--- config.mk ---
export PLATFORM = sky130hd
export DESIGN_NAME = lci_nearest
export DESIGN_NICKNAME = d
export VERILOG_FILES = /design/src/lci_pkg.sv /design/src/lci_nearest.sv
export SDC_FILE = /design/constraint.sdc
export NUM_CORES = 2
export LEC_CHECK = 0
export BUFFER_PORTS_ARGS = -buffer_cell sky130_fd_sc_hd__buf_2
export CORE_ASPECT_RATIO = 0.6
export CORE_MARGIN = 1.5
export CORE_UTILIZATION = 45
export DETAILED_ROUTE_END_ITERATION = 12
export PLACE_DENSITY = 0.6
export SYNTH_ARGS = -nofsm -noshare
export SYNTH_HDL_FRONTEND = slang
export SYNTH_SLANG_ARGS = --single-unit
export TNS_END_PERCENT = 50
--- constraint.sdc ---
create_clock -name clk -period 5.2 [get_ports clk]
set_input_delay 1.56 -clock clk [delete_from_list [all_inputs] [get_ports clk]]
set_output_delay 1.56 -clock clk [all_outputs]
set_load 0.05 [all_outputs]
--- src/lci_pkg.sv ---
// Shared types and constants for the LED chaser intensity block.
// Holds the fixed head table and the field widths; no dependencies.
`default_nettype none

package lci_pkg;

    localparam int FRAME_W     = 24;
    localparam int LED_W       = 10;
    localparam int COUNT_W     = 11;
    localparam int GRAD_W      = 6;
    localparam int START_W     = 9;
    localparam int TABLE_HEADS = 14;
    localparam int FAST_HEADS  = 2;
    localparam int NEAR_SPAN   = 19;
    localparam int RESET_COUNT = 420;

    typedef logic [FRAME_W-1:0] frame_t;
    typedef logic [LED_W-1:0]   led_t;
    typedef logic [COUNT_W-1:0] count_t;
    typedef logic [GRAD_W-1:0]  grad_t;

    localparam grad_t FAST_PEAK = 6'd38;
    localparam grad_t SLOW_PEAK = 6'd19;

    localparam logic [START_W-1:0] HEAD_START [TABLE_HEADS] = '{
        9'd19, 9'd246, 9'd0, 9'd38, 9'd76, 9'd114, 9'd152,
        9'd190, 9'd227, 9'd265, 9'd303, 9'd341, 9'd379, 9'd417
    };

endpackage

`default_nettype wire

--- src/lci_nearest.sv ---
// Places the heads on the ring, measures the forward distance from the LED,
// picks the nearest head through a registered tree and maps it to a gradient.
// Uses lci_pkg.
`default_nettype none

module lci_nearest #(
    parameter int LANES = 15,
    parameter int MW    = 11
) (
    input  wire logic                      clk,
    input  wire logic                      rst_n,
    input  wire logic [MW-1:0]             m,
    input  wire logic                      in_valid,
    output logic                           in_ready,
    input  wire logic [LANES-1:0][MW-1:0]  in_rem,
    input  wire lci_pkg::led_t             in_led,
    output logic                           out_valid,
    input  wire logic                      out_ready,
    output lci_pkg::grad_t                 out_grad
);
    import lci_pkg::*;

    localparam int NH = LANES - 1;
    localparam int IW = (NH > 1) ? $clog2(NH) : 1;
    localparam int LV = $clog2(NH);
    localparam int ST = 3 + LV + 1;
    localparam int XW = (MW > LED_W) ? MW : LED_W;

    logic vld_reg [ST];
    logic en      [ST+1];

    logic [NH-1:0][MW-1:0] pos0_reg;
    logic [NH-1:0][MW-1:0] pos0_next;
    logic [NH-1:0][MW:0]   sum0;
    logic [MW-1:0]         half0_reg;
    led_t                  led0_reg;

    logic [NH-1:0][MW-1:0] pos1_reg;
    logic [NH-1:0][MW-1:0] pos1_next;
    logic [NH-1:0][MW:0]   sum1;
    led_t                  led1_reg;

    logic [NH-1:0][MW-1:0] dist_reg;
    logic [NH-1:0][MW-1:0] dist_next;
    logic [NH-1:0][XW:0]   diff;
    logic                  hit_reg;
    logic                  hit_next;

    logic [NH-1:0][MW-1:0] src_d  [LV];
    logic [NH-1:0][IW-1:0] src_i  [LV];
    logic                  src_h  [LV];
    logic [NH-1:0][MW-1:0] nd     [LV];
    logic [NH-1:0][IW-1:0] ni     [LV];
    logic [NH-1:0][MW-1:0] td_reg [LV];
    logic [NH-1:0][IW-1:0] ti_reg [LV];
    logic                  th_reg [LV];

    logic [MW-1:0]         best_d;
    logic [IW-1:0]         best_i;
    grad_t                 grad_reg;
    grad_t                 grad_next;

    always_comb
    begin
        en[ST] = out_ready;
        for (int s = ST - 1; s >= 0; s--)
        begin
            en[s] = !vld_reg[s] || en[s+1];
        end
    end

    assign in_ready  = en[0];
    assign out_valid = vld_reg[ST-1];
    assign out_grad  = grad_reg;

    always_ff @(posedge clk or negedge rst_n)
    begin
        if (!rst_n)
        begin
            for (int s = 0; s < ST; s++)
            begin
                vld_reg[s] <= 1'b0;
            end
        end
        else
        begin
            if (en[0])
            begin
                vld_reg[0] <= in_valid;
            end
            for (int s = 1; s < ST; s++)
            begin
                if (en[s])
                begin
                    vld_reg[s] <= vld_reg[s-1];
                end
            end
        end
    end

    // Head start offset plus phase, both already reduced.
    always_comb
    begin
        for (int j = 0; j < NH; j++)
        begin
            sum0[j] = {1'b0, in_rem[j+1]} + {1'b0, in_rem[0]};
            if (sum0[j] >= {1'b0, m})
            begin
                pos0_next[j] = MW'(sum0[j] - {1'b0, m});
            end
            else
            begin
                pos0_next[j] = sum0[j][MW-1:0];
            end
        end
    end

    // The fast heads move a further half phase.
    always_comb
    begin
        for (int j = 0; j < NH; j++)
        begin
            sum1[j] = {1'b0, pos0_reg[j]} + {1'b0, half0_reg};
            if (j >= FAST_HEADS)
            begin
                pos1_next[j] = pos0_reg[j];
            end
            else if (sum1[j] >= {1'b0, m})
            begin
                pos1_next[j] = MW'(sum1[j] - {1'b0, m});
            end
            else
            begin
                pos1_next[j] = sum1[j][MW-1:0];
            end
        end
    end

    always_comb
    begin
        hit_next = XW'(led1_reg) < XW'(m);
        for (int j = 0; j < NH; j++)
        begin
            diff[j] = {1'b0, XW'(pos1_reg[j])} - {1'b0, XW'(led1_reg)};
            if (diff[j][XW])
            begin
                dist_next[j] = MW'(diff[j] + {1'b0, XW'(m)});
            end
            else
            begin
                dist_next[j] = MW'(diff[j]);
            end
        end
    end

    // Each tree level halves the candidates; the left one keeps a tie.
    always_comb
    begin
        for (int l = 0; l < LV; l++)
        begin
            if (l == 0)
            begin
                src_d[l] = dist_reg;
                src_h[l] = hit_reg;
                for (int j = 0; j < NH; j++)
                begin
                    src_i[l][j] = IW'(j);
                end
            end
            else
            begin
                src_d[l] = td_reg[l-1];
                src_i[l] = ti_reg[l-1];
                src_h[l] = th_reg[l-1];
            end
        end
        for (int l = 0; l < LV; l++)
        begin
            for (int j = 0; j < NH; j++)
            begin
                nd[l][j] = '0;
                ni[l][j] = '0;
                if (2 * j + 1 < ((NH + (1 << l) - 1) >> l))
                begin
                    if (src_d[l][2*j] <= src_d[l][2*j+1])
                    begin
                        nd[l][j] = src_d[l][2*j];
                        ni[l][j] = src_i[l][2*j];
                    end
                    else
                    begin
                        nd[l][j] = src_d[l][2*j+1];
                        ni[l][j] = src_i[l][2*j+1];
                    end
                end
                else if (2 * j < ((NH + (1 << l) - 1) >> l))
                begin
                    nd[l][j] = src_d[l][2*j];
                    ni[l][j] = src_i[l][2*j];
                end
            end
        end
    end

    assign best_d = td_reg[LV-1][0];
    assign best_i = ti_reg[LV-1][0];

    always_comb
    begin
        grad_next = '0;
        if (th_reg[LV-1] && best_d < MW'(NEAR_SPAN))
        begin
            if (int'(best_i) < FAST_HEADS)
            begin
                grad_next = FAST_PEAK - GRAD_W'(best_d);
            end
            else
            begin
                grad_next = SLOW_PEAK - GRAD_W'(best_d);
            end
        end
    end

    always_ff @(posedge clk)
    begin
        if (en[0] && in_valid)
        begin
            pos0_reg  <= pos0_next;
            half0_reg <= in_rem[0] >> 1;
            led0_reg  <= in_led;
        end
        if (en[1] && vld_reg[0])
        begin
            pos1_reg <= pos1_next;
            led1_reg <= led0_reg;
        end
        if (en[2] && vld_reg[1])
        begin
            dist_reg <= dist_next;
            hit_reg  <= hit_next;
        end
        for (int l = 0; l < LV; l++)
        begin
            if (en[3+l] && vld_reg[2+l])
            begin
                td_reg[l] <= nd[l];
                ti_reg[l] <= ni[l];
                th_reg[l] <= src_h[l];
            end
        end
        if (en[ST-1] && vld_reg[ST-2])
        begin
            grad_reg <= grad_next;
        end
    end

endmodule

`default_nettype wire

==> summary.txt <==
Yosys top cell area share: 0.3543
Critical Path RT: 5610 ps
Number of synthesized flops with an enable pin: 667
Worst Max-Slew Pin Slew: 1241 ps
Skew-Pair Late Insertion Delay: 680 ps
Most frequent CP cell: a21oi_1
Syn nets: 6421
Max Root-Sink Buffers: 3
Via count of the first global-routing pass: 41720
I/O pins: 198
Crit path buf inv count: 3
Initial antenna violation count: 9
# hold bufs at CTS: 0
Core area: 124400 um2
Synth area leaders: edfxtp_1 35%, ha_1 17%, mux2_2 6.6%, xnor2_1 5.1%, a21oi_1 3.3%
Antenna viol nets, final: 0
Power per cell area: 558.6 nW/um2
Fillers: 11210
Top cell family by delay on the critical path: compound AO/OA/AOI/OAI gates
Synth async-reset ratio: 0.01185
Initial Util: 0.4546
Clock edge transition at the registers on the reported setup and hold paths: 60 ps
Startpoint Class: input port
Seq cells post-synth: 675
Hold Vio Cnt, Final: 0
Post-synth top area cell: edfxtp_1
Worst EP arrival: 5240 ps
Status: complete, no violations
Layout cells sized above 1: 0.1756
WL/cell: 22.19 um
CTS Root Cell: clkbuf_16
Min cycle time layout: 4823 ps
CTS Sinks: 675
Width of the die: 460.6 um
Worst hold-check path type: flip-flop to flip-flop
R2R depth: 15
CP Max Fanout: 12
Area Overhead vs Synth: 13.50%
Row cnt: 100
Crit path kind: input port to flip-flop
Peak supply drop: 290.3 uV
Most common cell in the synthesized netlist: ha_1
Die Area: 127800 um2
Maximum capacitance violations: 0
Worst stage delay on the critical path: 420 ps
Total CTS buffers: 73
Worst Setup End Kind: flip-flop
Pin count of the biggest net entering global routing: 82
Critical path's slowest cell: fa_1
Port Buffer Count: 197
Hold path cells: 0
DIE HEIGHT: 277.6 um
Nets: 6923
DR vias/cell: 5.714
Final Max Slew Viols: 0
Remaining global-route overflow: 0
Clock Skews: 39.43 ps
Final period utilization: 0.9275
Ys Warns: 0
Postcts setup bufs: 0
Pleak: 0.02729 uW
Number of cells on the critical path: 17
Post_cts resized: 0
Fmax: 207.3 MHz
Endpoints failing setup: 0
Synthesized area: 56540 um2
Primary FF master, synth: edfxtp_1
Crit Reg-Reg Startpoint: led1_reg[0]
Post-synthesis sequential area ratio: 0.3578
Final wirelength: 169.3 mm
Detailed Routing Iterations Pass 1: 5
First-pass GRT wire length: 254.7 mm
Commonest cells post-synth: 785 x ha_1, 667 x edfxtp_1, 391 x inv_1
Final core utilization: 0.5160
Unique masters post-synth: 84
DR vias: 43600
Worst hold endpoint: td_reg[1][34]
FF-to-FF End: dist_reg[130]
Overall Global Routing Usage: 0.2626
Unrepaired setup endpoints after global routing: no
Final Wtd Congestion: 0.9095
Post-route DRC: 0
DR iter-0 viols: 3739
CTS tree: yes
Detail Placement HPWL: 128.3 mm
Hold path start: td_reg[0][67]
Setup TNS: 0 ps
CTS H-tree lvls: 3
Normalized max-slew margin: 0.1724
CP Cell Sequence: buf_2, buf_12, ha_1, fa_1, a21o_1, a21oi_1, o21ai_0, nor2_1, xnor2_1, ha_1, nand3_1, a21oi_1, o21ai_0, a21oi_1, a311oi_2, buf_4, mux2_2
Register-to-register setup slack: 630 ps
Syn_area_per_cell: 10.50 um2
Mapped Cells: 5386
area by class of cell:
type / count / area [um2] / area share
clock inverter: 52 / 396.6 / 0.006181
clock buffer: 79 / 1871 / 0.02915
antenna: 3 / 7.507 / 0.0001170
timing repair buffer: 491 / 3506 / 0.05463
sequential: 675 / 20230 / 0.3152
multi-input combinational: 4256 / 34590 / 0.5390
tap: 1683 / 2106 / 0.03281
inverter: 391 / 1469 / 0.02289
per-stage QoR:
stage / total power [uW] / worst slack [ps] / hold slack, ps / std cells / cell area (um2)
global placement: 30070 / -192.5 / 401.8 / 7496 / 61900
finish: 35850 / 377.0 / 402.7 / 7630 / 64170
CTS: 35770 / 519.8 / 409.1 / 7627 / 64160
global route: 38430 / 230.1 / 414.4 / 7627 / 64160
detailed placement: 30320 / -153.5 / 404.5 / 7496 / 61900
floorplan: 25020 / -772.3 / 400.3 / 5386 / 56540
cells in the final DEF, fill, tap and decap left out, drive strengths merged, types with 37 or more instances in the layout:
| master | n |
|---|---|
| o211ai | 55 |
| nor3 | 115 |
| or3 | 45 |
| mux2i | 39 |
| nand4 | 56 |
| o21bai | 51 |
| xor2 | 179 |
| o21ai | 274 |
| fa | 60 |
| buf | 491 |
| edfxtp | 667 |
| xnor2 | 331 |
| clkinv | 37 |
| a21o | 175 |
| nor2b | 91 |
| inv | 396 |
| clkbuf | 79 |
| ha | 785 |
| a21oi | 381 |
| nand2 | 229 |
| o21a | 106 |
| nand3 | 121 |
| mux2 | 342 |
| nor2 | 317 |
| nand2b | 58 |
layer usage:
| layer | GRT usage | wire length, um |
|---|---|---|
| met5 | 0 | 0 |
| met4 | 0.06504 | 3965 |
| met3 | 0.03641 | 10510 |
| met2 | 0.3884 | 70190 |
| met1 | 0.3996 | 84680 |
kinds of logic (layout without fill, tap and decap cells):
family | after synthesis | in the layout | synth area share
buffers and inverters | 455 | 1013 | 0.03085
muxes | 381 | 381 | 0.07562
adders and majority gates | 845 | 845 | 0.1950
DFF | 675 | 675 | 0.3578
xor gates and xnor gates | 510 | 510 | 0.07900
AOI/OAI and AO/OA | 1373 | 1373 | 0.1630
other | 0 | 3 | 0
and+or+nand+nor | 1147 | 1147 | 0.09875
how the worst max path moves through the flow:
| stage | to | from | slack [ps] |
|---|---|---|---|
| final | pos0_reg[73] | in_rem[0] | 380 |
| after global routing | pos0_reg[61] | in_rem[0] | 230 |
| after CTS | pos0_reg[73] | in_rem[0] | 520 |
| after detailed placement | pos0_reg[61] | in_rem[0] | -150 |
| after global placement | pos0_reg[67] | in_rem[0] | -190 |
| after floorplan | dist_reg[0] | out_ready | -770 |
power by group:
part,leakage (uW),switching (uW),internal (uW)
combinational,0.0196,10700,9410
sequential,0.00660,1350,9240
clock,0.00110,2390,2780
total,0.0273,14400,21400
Note: power is estimated with default switching activity, not from simulation.
